File: config.mk
export PLATFORM = sky130hd
export DESIGN_NAME = mask_centroid_tracker
export DESIGN_NICKNAME = d
export VERILOG_FILES = /design/src/rtl/core/mct_pkg.sv /design/src/rtl/core/mask_centroid_tracker.sv /design/src/rtl/core/mct_front.sv /design/src/rtl/core/mct_queue.sv /design/src/rtl/core/mct_back.sv
export SDC_FILE = /design/constraint.sdc
export NUM_CORES = 1
export LEC_CHECK = 0
export BUFFER_PORTS_ARGS = -buffer_cell sky130_fd_sc_hd__buf_4
export CAP_MARGIN = 25
export CORE_AREA = 5 5 252 254
export CTS_CLUSTER_SIZE = 14
export DETAILED_ROUTE_END_ITERATION = 12
export DIE_AREA = 0 0 257 259
export GPL_TIMING_DRIVEN = 0
export PLACE_DENSITY = 0.81
export SLEW_MARGIN = 30
export SYNTH_ARGS = -nofsm -noshare
export SYNTH_HDL_FRONTEND = slang
export SYNTH_HIERARCHICAL = 1
export SYNTH_SLANG_ARGS = --single-unit
File: constraint.sdc
create_clock -name clock -period 19.7 [get_ports clock]
set_clock_uncertainty 0.1 [all_clocks]
set_input_delay 0.985 -clock clock [delete_from_list [all_inputs] [get_ports clock]]
set_output_delay 0.985 -clock clock [all_outputs]
set_load 0.05 [all_outputs]
File: src/rtl/core/mct_pkg.sv
// Shared widths, codes and types of the mask centroid tracker.
`default_nettype none

package mct_pkg;

   // Field widths
   localparam int COORD_W    = 10;
   localparam int COUNT_W    = 21;
   localparam int SUM_W      = 30;
   localparam int MARGIN_W   = 8;
   localparam int CSR_IDX_W  = 2;
   localparam int CSR_DATA_W = 21;

   // Frame limits; a pixel outside them counts as dark
   localparam int MAX_COLS = 1024;
   localparam int MAX_ROWS = 1024;

   // Default growth divisor for the active hysteresis
   localparam int GROW_DIVISOR = 6;

   // Lit count saturates here, sums stop with it
   localparam logic [COUNT_W-1:0] COUNT_CAP = 21'h10_0000;

   // Reset value of the deadband register
   localparam logic [MARGIN_W-1:0] MARGIN_RESET = 8'd5;

   // Depth of the frame queue between accumulator and divider
   localparam int QUEUE_DEPTH = 2;

   // Register indexes of the write port
   typedef enum logic [CSR_IDX_W-1:0] {
      CSR_MARGIN   = 2'd0,
      CSR_REF_AREA = 2'd1,
      CSR_START_X  = 2'd2,
      CSR_START_Y  = 2'd3
   } csr_index_type;

   // Back end sequencer states
   typedef enum logic [1:0] {
      BK_IDLE,
      BK_DIV,
      BK_DONE
   } bk_state_type;

   // One finished frame: sums and lit count
   typedef struct packed {
      logic [SUM_W-1:0]   sum_col;
      logic [SUM_W-1:0]   sum_row;
      logic [COUNT_W-1:0] count;
   } job_type;

   // Static settings seen by the back end
   typedef struct packed {
      logic [MARGIN_W-1:0] margin;
      logic [COUNT_W-1:0]  reference_area;
   } cfg_type;

   // Center preload from a start register write
   typedef struct packed {
      logic               load_col;
      logic               load_row;
      logic [COORD_W-1:0] value;
   } load_type;

endpackage

`default_nettype wire

File: src/rtl/core/mask_centroid_tracker.sv
// Top level of the mask centroid tracker: register port, front end, queue, back end.
//
//  channel  | ports                                         | handshake
//  ---------+-----------------------------------------------+------------------------------
//  request  | req_col req_row req_lit req_frame_end         | start high, busy low
//  response | rsp_center_col rsp_center_row rsp_is_active   | rsp_valid, one cycle, no stall
//           | rsp_lit_count rsp_found                       |
//  csr      | csr_index csr_data                            | csr_we, no wait
//
// A pixel item is taken every cycle while busy is low; the accumulator adds
// it in that cycle. A frame's result follows its last pixel through queue pop,
// ten restoring divide steps (one quotient bit each), update, then the strobe.
// Two finished frames can wait in the queue; busy is high while it is full, and
// the back end takes one frame at a time, so a run of short frames slows input.
// Synchronous reset clears accumulators, queue, center, strobe; sets active flag.
`default_nettype none

module mask_centroid_tracker #(
   parameter int GROW_DIVISOR = mct_pkg::GROW_DIVISOR
) (
   input  wire logic                           clock,
   input  wire logic                           reset,
   input  wire logic                           start,
   output logic                                busy,
   input  wire logic [mct_pkg::COORD_W-1:0]    req_col,
   input  wire logic [mct_pkg::COORD_W-1:0]    req_row,
   input  wire logic                           req_lit,
   input  wire logic                           req_frame_end,
   output logic                                rsp_valid,
   output logic [mct_pkg::COORD_W-1:0]         rsp_center_col,
   output logic [mct_pkg::COORD_W-1:0]         rsp_center_row,
   output logic                                rsp_is_active,
   output logic [mct_pkg::COUNT_W-1:0]         rsp_lit_count,
   output logic                                rsp_found,
   input  wire logic                           csr_we,
   input  wire logic [mct_pkg::CSR_IDX_W-1:0]  csr_index,
   input  wire logic [mct_pkg::CSR_DATA_W-1:0] csr_data
);

   logic [mct_pkg::MARGIN_W-1:0] margin_ff, margin_in;
   logic [mct_pkg::COUNT_W-1:0]  ref_area_ff, ref_area_in;
   mct_pkg::load_type            load;
   mct_pkg::cfg_type             cfg;
   mct_pkg::job_type             push_job, head;
   logic                         accept, push, pop, not_empty, full;

   // Decode register writes
   always_comb begin
      margin_in     = margin_ff;
      ref_area_in   = ref_area_ff;
      load.load_col = 1'b0;
      load.load_row = 1'b0;
      load.value    = csr_data[mct_pkg::COORD_W-1:0];
      if (csr_we) begin
         unique case (mct_pkg::csr_index_type'(csr_index))
            mct_pkg::CSR_MARGIN:   margin_in     = csr_data[mct_pkg::MARGIN_W-1:0];
            mct_pkg::CSR_REF_AREA: ref_area_in   = csr_data[mct_pkg::COUNT_W-1:0];
            mct_pkg::CSR_START_X:  load.load_col = 1'b1;
            mct_pkg::CSR_START_Y:  load.load_row = 1'b1;
            default: ;
         endcase
      end
   end

   // Hold the configuration registers
   always_ff @(posedge clock) begin
      if (reset) begin
         margin_ff   <= mct_pkg::MARGIN_RESET;
         ref_area_ff <= '0;
      end else begin
         margin_ff   <= margin_in;
         ref_area_ff <= ref_area_in;
      end
   end

   assign cfg.margin         = margin_ff;
   assign cfg.reference_area = ref_area_ff;

   // Stall input while the frame queue is full
   assign busy   = full;
   assign accept = start && !busy;

   mct_front u_front (
      .clock     (clock),
      .reset     (reset),
      .accept    (accept),
      .col       (req_col),
      .row       (req_row),
      .lit       (req_lit),
      .frame_end (req_frame_end),
      .push      (push),
      .job       (push_job)
   );

   mct_queue u_queue (
      .clock     (clock),
      .reset     (reset),
      .push      (push),
      .push_job  (push_job),
      .pop       (pop),
      .not_empty (not_empty),
      .full      (full),
      .head      (head)
   );

   mct_back #(
      .GROW_DIVISOR (GROW_DIVISOR)
   ) u_back (
      .clock          (clock),
      .reset          (reset),
      .job_valid      (not_empty),
      .job            (head),
      .pop            (pop),
      .cfg            (cfg),
      .load           (load),
      .rsp_valid      (rsp_valid),
      .rsp_center_col (rsp_center_col),
      .rsp_center_row (rsp_center_row),
      .rsp_is_active  (rsp_is_active),
      .rsp_lit_count  (rsp_lit_count),
      .rsp_found      (rsp_found)
   );

endmodule

`default_nettype wire

File: src/rtl/core/mct_front.sv
// Front end: per-pixel accumulation of coordinate sums and lit count.
`default_nettype none

module mct_front (
   input  wire logic                        clock,
   input  wire logic                        reset,
   input  wire logic                        accept,
   input  wire logic [mct_pkg::COORD_W-1:0] col,
   input  wire logic [mct_pkg::COORD_W-1:0] row,
   input  wire logic                        lit,
   input  wire logic                        frame_end,
   output logic                             push,
   output mct_pkg::job_type                 job
);

   logic [mct_pkg::SUM_W-1:0]   sum_col_ff, sum_col_in;
   logic [mct_pkg::SUM_W-1:0]   sum_row_ff, sum_row_in;
   logic [mct_pkg::COUNT_W-1:0] count_ff, count_in;
   logic                        hit;

   // Count a lit pixel inside the frame while the count is below its cap
   always_comb begin
      hit = lit
            && (32'(col) < 32'(mct_pkg::MAX_COLS))
            && (32'(row) < 32'(mct_pkg::MAX_ROWS))
            && (count_ff < mct_pkg::COUNT_CAP);
      sum_col_in = sum_col_ff;
      sum_row_in = sum_row_ff;
      count_in   = count_ff;
      if (hit) begin
         sum_col_in = sum_col_ff + mct_pkg::SUM_W'(col);
         sum_row_in = sum_row_ff + mct_pkg::SUM_W'(row);
         count_in   = count_ff + mct_pkg::COUNT_W'(1);
      end
   end

   // Hand the frame, last pixel included, to the queue
   assign push        = accept && frame_end;
   assign job.sum_col = sum_col_in;
   assign job.sum_row = sum_row_in;
   assign job.count   = count_in;

   // Advance the accumulators, clear them after the last pixel
   always_ff @(posedge clock) begin
      if (reset) begin
         sum_col_ff <= '0;
         sum_row_ff <= '0;
         count_ff   <= '0;
      end else if (accept) begin
         if (frame_end) begin
            sum_col_ff <= '0;
            sum_row_ff <= '0;
            count_ff   <= '0;
         end else begin
            sum_col_ff <= sum_col_in;
            sum_row_ff <= sum_row_in;
            count_ff   <= count_in;
         end
      end
   end

endmodule

`default_nettype wire

File: src/rtl/core/mct_queue.sv
// Short queue of finished frames between front and back end.
`default_nettype none

module mct_queue (
   input  wire logic             clock,
   input  wire logic             reset,
   input  wire logic             push,
   input  wire mct_pkg::job_type push_job,
   input  wire logic             pop,
   output logic                  not_empty,
   output logic                  full,
   output mct_pkg::job_type      head
);

   localparam int PTR_W  = (mct_pkg::QUEUE_DEPTH > 1) ? $clog2(mct_pkg::QUEUE_DEPTH) : 1;
   localparam int FILL_W = $clog2(mct_pkg::QUEUE_DEPTH + 1);
   localparam logic [PTR_W-1:0]  LAST_PTR = PTR_W'(mct_pkg::QUEUE_DEPTH - 1);
   localparam logic [FILL_W-1:0] DEPTH    = FILL_W'(mct_pkg::QUEUE_DEPTH);

   mct_pkg::job_type  entry_ff [mct_pkg::QUEUE_DEPTH];
   logic [PTR_W-1:0]  wr_ptr_ff, rd_ptr_ff;
   logic [FILL_W-1:0] fill_ff;

   assign not_empty = (fill_ff != '0);
   assign full      = (fill_ff == DEPTH);
   assign head      = entry_ff[rd_ptr_ff];

   // Store an item at the write pointer
   always_ff @(posedge clock) begin
      if (push) begin
         entry_ff[wr_ptr_ff] <= push_job;
      end
   end

   // Advance pointers and fill level
   always_ff @(posedge clock) begin
      if (reset) begin
         wr_ptr_ff <= '0;
         rd_ptr_ff <= '0;
         fill_ff   <= '0;
      end else begin
         if (push) begin
            wr_ptr_ff <= (wr_ptr_ff == LAST_PTR) ? '0 : wr_ptr_ff + PTR_W'(1);
         end
         if (pop) begin
            rd_ptr_ff <= (rd_ptr_ff == LAST_PTR) ? '0 : rd_ptr_ff + PTR_W'(1);
         end
         if (push && !pop) begin
            fill_ff <= fill_ff + FILL_W'(1);
         end else if (pop && !push) begin
            fill_ff <= fill_ff - FILL_W'(1);
         end
      end
   end

endmodule

`default_nettype wire

File: src/rtl/core/mct_back.sv
// Back end: centroid division, deadband, active hysteresis and result strobe.
`default_nettype none

module mct_back #(
   parameter int GROW_DIVISOR = mct_pkg::GROW_DIVISOR
) (
   input  wire logic                         clock,
   input  wire logic                         reset,
   input  wire logic                         job_valid,
   input  wire mct_pkg::job_type             job,
   output logic                              pop,
   input  wire mct_pkg::cfg_type             cfg,
   input  wire mct_pkg::load_type            load,
   output logic                              rsp_valid,
   output logic [mct_pkg::COORD_W-1:0]       rsp_center_col,
   output logic [mct_pkg::COORD_W-1:0]       rsp_center_row,
   output logic                              rsp_is_active,
   output logic [mct_pkg::COUNT_W-1:0]       rsp_lit_count,
   output logic                              rsp_found
);

   localparam int COORD_W = mct_pkg::COORD_W;
   localparam int COUNT_W = mct_pkg::COUNT_W;
   localparam int SUM_W   = mct_pkg::SUM_W;
   localparam int STEP_W  = $clog2(COORD_W);
   localparam int CMP_W   = COORD_W + 1;
   localparam int GROW_W  = COUNT_W + 1;

   // Reciprocals for area / GROW_DIVISOR and area / (2 * GROW_DIVISOR)
   localparam int     RECIP_SHIFT = COUNT_W + $clog2(2 * GROW_DIVISOR) + 1;
   localparam int     RECIP_W     = RECIP_SHIFT + 1;
   localparam int     PROD_W      = COUNT_W + RECIP_W;
   localparam longint HI_RECIP    =
      ((longint'(1) << RECIP_SHIFT) + GROW_DIVISOR - 1) / GROW_DIVISOR;
   localparam longint LO_RECIP    =
      ((longint'(1) << RECIP_SHIFT) + 2 * GROW_DIVISOR - 1) / (2 * GROW_DIVISOR);

   localparam logic [STEP_W-1:0] LAST_STEP = STEP_W'(COORD_W - 1);

   mct_pkg::bk_state_type state_ff, state_in;

   logic [SUM_W-1:0]   rem_col_ff, rem_col_in;
   logic [SUM_W-1:0]   rem_row_ff, rem_row_in;
   logic [SUM_W-1:0]   div_sh_ff, div_sh_in;
   logic [COORD_W-1:0] q_col_ff, q_col_in;
   logic [COORD_W-1:0] q_row_ff, q_row_in;
   logic [STEP_W-1:0]  step_ff, step_in;
   logic [COUNT_W-1:0] count_ff, count_in;
   logic [COORD_W-1:0] cur_col_ff, cur_col_in;
   logic [COORD_W-1:0] cur_row_ff, cur_row_in;
   logic               active_ff, active_in;
   logic               valid_ff, valid_in;
   logic [PROD_W-1:0]  hi_prod_ff, lo_prod_ff;

   logic [GROW_W-1:0]  grow_hi, grow_lo;
   logic               move_col, move_row;

   // Thresholds by reciprocal multiply, registered
   always_ff @(posedge clock) begin
      hi_prod_ff <= PROD_W'(cfg.reference_area) * PROD_W'(HI_RECIP);
      lo_prod_ff <= PROD_W'(cfg.reference_area) * PROD_W'(LO_RECIP);
   end

   // Hold the state register
   always_ff @(posedge clock) begin
      if (reset) begin
         state_ff <= mct_pkg::BK_IDLE;
      end else begin
         state_ff <= state_in;
      end
   end

   // Sequence: take a frame, divide one quotient bit a cycle, then update and strobe
   always_comb begin
      state_in   = state_ff;
      pop        = 1'b0;
      rem_col_in = rem_col_ff;
      rem_row_in = rem_row_ff;
      div_sh_in  = div_sh_ff;
      q_col_in   = q_col_ff;
      q_row_in   = q_row_ff;
      step_in    = step_ff;
      count_in   = count_ff;
      cur_col_in = cur_col_ff;
      cur_row_in = cur_row_ff;
      active_in  = active_ff;
      valid_in   = 1'b0;

      grow_hi  = GROW_W'(cfg.reference_area) + GROW_W'(hi_prod_ff[RECIP_SHIFT +: COUNT_W]);
      grow_lo  = GROW_W'(cfg.reference_area) + GROW_W'(lo_prod_ff[RECIP_SHIFT +: COUNT_W]);
      move_col = (CMP_W'(q_col_ff) > CMP_W'(cur_col_ff) + CMP_W'(cfg.margin))
                 || (CMP_W'(q_col_ff) + CMP_W'(cfg.margin) < CMP_W'(cur_col_ff));
      move_row = (CMP_W'(q_row_ff) > CMP_W'(cur_row_ff) + CMP_W'(cfg.margin))
                 || (CMP_W'(q_row_ff) + CMP_W'(cfg.margin) < CMP_W'(cur_row_ff));

      unique case (state_ff)
         mct_pkg::BK_IDLE: begin
            if (job_valid) begin
               pop        = 1'b1;
               rem_col_in = job.sum_col;
               rem_row_in = job.sum_row;
               div_sh_in  = SUM_W'({job.count, {(COORD_W - 1){1'b0}}});
               count_in   = job.count;
               step_in    = LAST_STEP;
               state_in   = mct_pkg::BK_DIV;
            end
         end
         mct_pkg::BK_DIV: begin
            // Quotient fits the coordinate width since each term is a coordinate
            q_col_in = {q_col_ff[COORD_W-2:0], (rem_col_ff >= div_sh_ff)};
            q_row_in = {q_row_ff[COORD_W-2:0], (rem_row_ff >= div_sh_ff)};
            if (rem_col_ff >= div_sh_ff) begin
               rem_col_in = rem_col_ff - div_sh_ff;
            end
            if (rem_row_ff >= div_sh_ff) begin
               rem_row_in = rem_row_ff - div_sh_ff;
            end
            div_sh_in = div_sh_ff >> 1;
            step_in   = step_ff - STEP_W'(1);
            if (step_ff == '0) begin
               state_in = mct_pkg::BK_DONE;
            end
         end
         mct_pkg::BK_DONE: begin
            // Move each coordinate only outside the deadband; empty frame keeps it
            if ((count_ff != '0) && move_col) begin
               cur_col_in = q_col_ff;
            end
            if ((count_ff != '0) && move_row) begin
               cur_row_in = q_row_ff;
            end
            if (GROW_W'(count_ff) > grow_hi) begin
               active_in = 1'b1;
            end else if (GROW_W'(count_ff) < grow_lo) begin
               active_in = 1'b0;
            end
            valid_in = 1'b1;
            state_in = mct_pkg::BK_IDLE;
         end
         default: begin
            state_in = mct_pkg::BK_IDLE;
         end
      endcase

      // Start register writes preload the center
      if (load.load_col) begin
         cur_col_in = load.value;
      end
      if (load.load_row) begin
         cur_row_in = load.value;
      end
   end

   // Divider datapath
   always_ff @(posedge clock) begin
      rem_col_ff <= rem_col_in;
      rem_row_ff <= rem_row_in;
      div_sh_ff  <= div_sh_in;
      q_col_ff   <= q_col_in;
      q_row_ff   <= q_row_in;
      step_ff    <= step_in;
   end

   // Tracked state and result strobe
   always_ff @(posedge clock) begin
      if (reset) begin
         count_ff   <= '0;
         cur_col_ff <= '0;
         cur_row_ff <= '0;
         active_ff  <= 1'b1;
         valid_ff   <= 1'b0;
      end else begin
         count_ff   <= count_in;
         cur_col_ff <= cur_col_in;
         cur_row_ff <= cur_row_in;
         active_ff  <= active_in;
         valid_ff   <= valid_in;
      end
   end

   assign rsp_valid      = valid_ff;
   assign rsp_center_col = cur_col_ff;
   assign rsp_center_row = cur_row_ff;
   assign rsp_is_active  = active_ff;
   assign rsp_lit_count  = count_ff;
   assign rsp_found      = (count_ff != '0);

endmodule

`default_nettype wire

* After elaboration in Yosys (flattened, before gate mapping) *
Memory sizes are Yosys's and may differ from the RTL's. A register that Yosys moved wholly into a read port is not among the register bits.
Index checks and enable logic that the tools add are counted.

word-level totals
  register bits = 361
  memory bits (writable) = 162
  bits of input ports = 49
  output and inout bits = 45
  logic and storage cells = 135
  memories = 1

cells by class
  $add $sub $neg = 16
  $mul = 2
  magnitude comparators = 9
  eq/ne operators = 10
  multiplexer cells = 41
  reductions and logical operators = 34

memory list
  memory            depth  bits a word  read ports  clocked after memory_dff  wr ports  RTL line         RTL
  u_queue.entry_ff  2      81           1           1                         1         mct_queue.sv:20  mct_pkg::job_type entry_ff [mct_pkg::QUEUE_DEPTH];

operator list
  cell                    count
  $mux 30                 9
  $pmux 30 s2             3
  $add 30x10->30          2
  $ge 30x30->1            2
  $mux 10                 6
  $sub 30x30->30          2
  $mul 21x24->45 const B  1
  $add 10x8->11           4
  $mul 21x22->43 const B  1
  $mux 21                 2
  $add 21x18->22          1
  $add 21x19->22          1
  $gt 10x11->1            2
  $gt 21x22->1            1
  $lt 11x10->1            2
  $lt 21x22->1            1
  $add 21x1->21 const B   1
  $lt 21x21->1 const B    1
  $reduce_bool 21->1      1
  $reduce_and 2->1        8
  $reduce_bool 2->1       8
  $mux 1                  13
  $mux 2                  5
  $eq 2x2->1 const B      4
  16 further kinds        31

* Logic depth before layout (Yosys ltp) *
  depth after elaboration = 8
  depth in mapped cells = 24
  mapped depth without buffers = 24

* By module *
The synthesis kept the hierarchy.

by module, submodules not included
  module                 instances  cells each  area an instance (µm²)  sequential area each (µm²)
  mct_back               1          2369        21744.6                 5064.9
  mct_queue              1          274         6084.6                  4964.8
  mct_front              1          775         5938.2                  1621.6
  mask_centroid_tracker  1          125         1283.7                  580.6

* Worst setup path before layout *
Ideal clock, no wire load.

  path type = register to register
  from = register ref_area_ff[17] (netlist name)
  to = register u_back.hi_prod_ff[38]
  library setup time = 0.127 ns
  arrival time = 6.232 ns
  data required time = 19.473 ns
  path slack = 13.241 ns
  cell stages (with the launch flop) = 22
  buffers on the path = 0
  clock period less this slack = 6.459 ns
  cell sequence = dfxtp_1 > ha_1 > fa_1 > inv_1 > fa_1 > fa_1 > inv_1 > fa_1 > inv_1 > fa_1 > inv_1 > fa_1 > ha_1 > a21o_1 > a21o_1 > a21oi_1 > a21boi_0 > o31ai_1 > a21oi_1 > o21ai_1 > a21oi_1 > xnor2_1

on the way
  longest elaborated chain between the ends = 1

RTL lines
  what                      RTL line                     RTL
  start: declaration        mask_centroid_tracker.sv:41  logic [mct_pkg::COUNT_W-1:0] ref_area_ff, ref_area_in;
  start signal: assignment  mask_centroid_tracker.sv:72  ref_area_ff <= ref_area_in;
  $mul 21x24->45            mct_back.sv:60               hi_prod_ff <= PROD_W'(cfg.reference_area) * PROD_W'(HI_RECIP);
  end signal: assignment    mct_back.sv:60
  end: declaration          mct_back.sv:53               logic [PROD_W-1:0] hi_prod_ff, lo_prod_ff;

No other way between the ends.
A chain may end at the register's enable or synchronous reset.

* Worst setup path after layout *
  from = register ref_area_ff[17] (netlist name)
  to = register u_back.hi_prod_ff[42]

Same word-level chain as after synthesis.

==> metrics.log <==
[metrics] CTS tree: built
[metrics] portion of the post-synthesis area used by sequential elements: 34.9%
[metrics] start point of the critical path: ref_area_ff[17]
[metrics] total wire length after detailed routing: 94.4 mm
[metrics] via count of the first global-routing pass: 27000
[metrics] largest cells by area after synthesis: edfxtp_1 24%, ha_1 15%, dfxtp_1 11%
[metrics] P&R area growth vs syn: 10.7%
[metrics] total track usage: 27.4%
[metrics] cell depth of the worst flop-to-flop path: 21
[metrics] die height: 259 um
[metrics] Reg clk slew, reported paths: 0.07 ns
[metrics] maximum number of pins on one net before global-route repair: 46
[metrics] clock latency at the later pin of the worst-skew pair: 0.64 ns
[metrics] commonest register cell after synthesis: edfxtp_1
[metrics] number of synthesized register bits: 473
[metrics] boundary pin count: 94
[metrics] adder and majority gate portion of the synthesized area: 22.8%
[metrics] Buffers on Ports: 93
[metrics] number of flops mapped to enable cells by yosys: 276
[metrics] setup_tns: 0 ns
[metrics] Synthesis Warnings: 6
[metrics] part of the cycle the worst path needs: 40.2%
[metrics] DRC viols: 0
[metrics] Worst Max-Slew Pin Slew: 1.02 ns
[metrics] floorplan core area: 61000 sq um
[metrics] minimum setup slack among reg-to-reg paths: 11.79 ns
[metrics] Worst Setup Slack post-DPL: 11.73 ns
[metrics] die area: 66600 sq um
[metrics] detailed router's first-iteration violation count: 2870
[metrics] max frequency: 126 MHz
[metrics] data arrival time of the worst path: 8.32 ns
[metrics] peak fanout along the critical path: 6
[metrics] post-DP HPWL: 72.2 mm
[metrics] cell with the most instances after synthesis: ha_1
[metrics] fill cell total of the finished layout: 4736
[metrics] power per standard cell area: 126 nW/um^2
[metrics] largest area contributor in the netlist: edfxtp_1
[metrics] vias after detailed routing: 27700
[metrics] fraction of synthesized area in multiplexers: 4.23%
[metrics] overall die width: 257 um
[metrics] placement row count: 91
[metrics] hold buffer count at cts: 0
[metrics] Hold Path Stages: 1
[metrics] least setup slack across all paths after layout: 11.79 ns
[metrics] post-synthesis share of cell area spent on and, or, nand and nor gates: 12.1%
[metrics] Max IR drop VDD: 0.100 mV
[metrics] status: finished clean
[metrics] end of the worst register-to-register path: u_back/hi_prod_ff[42]
[metrics] portion of synthesized cell area occupied by the leading cell type: 23.6%
[metrics] source of the worst register-to-register timing path: ref_area_ff[17]
[metrics] Vias/cell: 6.11
[metrics] Synth Instances: 3543
[metrics] final-report setup violation count: 0
[metrics] critical path type: reg2reg
[metrics] netlist area before placement: 35100 sq um
[metrics] async set-reset flop share out of synthesis: 0%
[metrics] starting density of the core: 57.4%
[metrics] leakage power of the design: 17.1 nW
[metrics] total of cells resized after clock tree synthesis: 0
[metrics] number of buffers created by CTS: 52
[metrics] number of distinct library cell variants in the gate-level netlist after synthesis: 94
[metrics] element type at the critical path start: register
[metrics] Synth Net Count: 4145
[metrics] share of layout cells above drive strength 1: 8.93%
[metrics] Slew HR: 31.5%
[metrics] count of antenna-violating nets left after detailed routing: 0
[metrics] synthesized-area fraction occupied by xor and xnor cells: 5.70%
[metrics] area fraction in compound gates after synthesis: 14.9%
[metrics] WL per Instance: 20.8 um
[metrics] Data required, critical path: 20.10 ns
[metrics] Hold Crit Class: reg2reg
[metrics] unrepaired setup endpoints after global routing: false
[metrics] Worst Hold Path EP: u_front/sum_col_ff[21]
[metrics] number of max-slew violations in the final report: 0
[metrics] Storage cell area: 12200 sq um
[metrics] CTS H-Tree Depth: 2
[metrics] first-pass GRT wire length: 146 mm
[metrics] Final GP Congestion: 0.950
[metrics] number of clock sinks: 473
[metrics] first drt pass iteration count: 6
[metrics] time the final worst path needs with I/O delays and setup: 7.91 ns
[metrics] CTS Root Buffer Type: clkbuf_16
[metrics] maximum number of buffers from clock root to sink: 3
[metrics] post-CTS setup buffers: 0
[metrics] dominant combinational cell family by area after synthesis: adder cells
[metrics] Worst Setup End Kind: register
[metrics] syn_area_per_cell: 9.89 sq um
[metrics] most instantiated cells after synthesis: 412 x ha_1, 356 x inv_1, 299 x nand2_1
[metrics] number of violations of the max-capacitance limit: 0
[metrics] Final Hold Violating Endpoints: 0
[metrics] number of nets at the end of the flow: 4300
[metrics] Hold Startpoint: u_front/sum_col_ff[21]
[metrics] number of antenna violations at the first check in global routing: 2
[metrics] residual overflow from global routing: 0
[metrics] multi-input gate area in the final layout: 21000 sq um
through the flow:
step                utilization (%)  cell area (sq um)  instances  power [mW]  hold slack, ns
global placement               60.2              36700       4426        3.70           0.324
detailed placement             60.6              37000       4434        3.80           0.329
CTS                            63.6              38800       4531        4.86           0.340
floorplan                         -              35100       3543        3.15           0.312
finish                         63.6              38800       4532        4.90           0.342
global route                   63.6              38800       4531        5.19           0.358
state kept, by name, summed over array words and instances (netlist names), 18 cells and up, named ones only:
register and flops:
u_front/sum_row_ff 30, u_back/rsp_lit_count 21, u_queue/entry_ff 162, u_back/div_sh_ff 30
ref_area_ff 21, u_back/hi_prod_ff 19, u_front/count_ff 21, u_back/rem_row_ff 30
u_back/lo_prod_ff 18, u_front/sum_col_ff 30, u_back/rem_col_ff 30
layer usage:
metal	part of all wire [%]	vias to the layer above	GRT usage [%]
li1	-	12900	-
met1	42	13300	38.0
met2	45	1266	43.2
met3	9.3	222	5.55
met4	3.8	2	9.35
met5	0.019	-	0
placed cells by master, fill, tap and decap left out, types with 95 or more instances in the layout:
cell / instances
o21ai_0: 180
a21oi_1: 193
nand2_1: 299
dfxtp_1: 197
ha_1: 412
a21o_1: 105
fa_1: 141
xor2_1: 95
edfxtp_1: 276
inv_1: 356
nor2_1: 183
buf_4: 96
xnor2_1: 133
layout make-up:
type / instances / share of cell area, %
Multi-Input combinational cell: 2596 / 54.0
Sequential cell: 473 / 31.5
Clock inverter: 34 / 1.11
Buffer: 115 / 1.40
Inverter: 359 / 3.48
Antenna cell: 1 / 0.00645
Tap cell: 790 / 2.55
Clock buffer: 63 / 3.56
Timing Repair Buffer: 101 / 2.37
logic make-up (layout without fill, tap and decap cells):
| kind of cell | after synthesis | after routing |
|---|---|---|
| multiplexers | 138 | 138 |
| other | 0 | 1 |
| buffers and inverters | 474 | 672 |
| AO/OA/AOI/OAI | 799 | 799 |
| flip-flops | 473 | 473 |
| XOR/XNOR | 228 | 228 |
| adder cells (fa/ha/maj) | 554 | 554 |
| AND/OR/NAND/NOR | 877 | 877 |
critical path, stage by stage (launching register included):
cell and delay (ns):
dfxtp_1 0.64, ha_1 0.41, fa_1 0.68, inv_1 0.11, fa_1 0.63, fa_1 0.58
inv_1 0.16, fa_1 0.58, inv_1 0.06, fa_1 0.54, inv_1 0.06, fa_1 0.41
ha_1 0.34, a21o_1 0.19, a21o_1 0.17, a21oi_1 0.20, a21boi_0 0.54, o31ai_1 0.23
a21oi_1 0.56, o21ai_1 0.24, a21oi_1 0.23, xnor2_1 0.16
report_power, final:
group / switching [mW] / internal, mW / total, mW
sequential: 0.111 / 1.32 / 1.44
clock: 0.435 / 0.587 / 1.02
combinational: 1.49 / 0.949 / 2.44
total: 2.04 / 2.86 / 4.90
worst max path at each step:
stage	end
after floorplan	u_back/hi_prod_ff[38]
after global placement	u_queue/entry_ff[0][51]
after detailed placement	u_back/lo_prod_ff[41]
after CTS	u_back/lo_prod_ff[41]
after global routing	u_back/hi_prod_ff[38]
final	u_back/hi_prod_ff[42]
No activity file was read; power rests on OpenSTA's default activity.
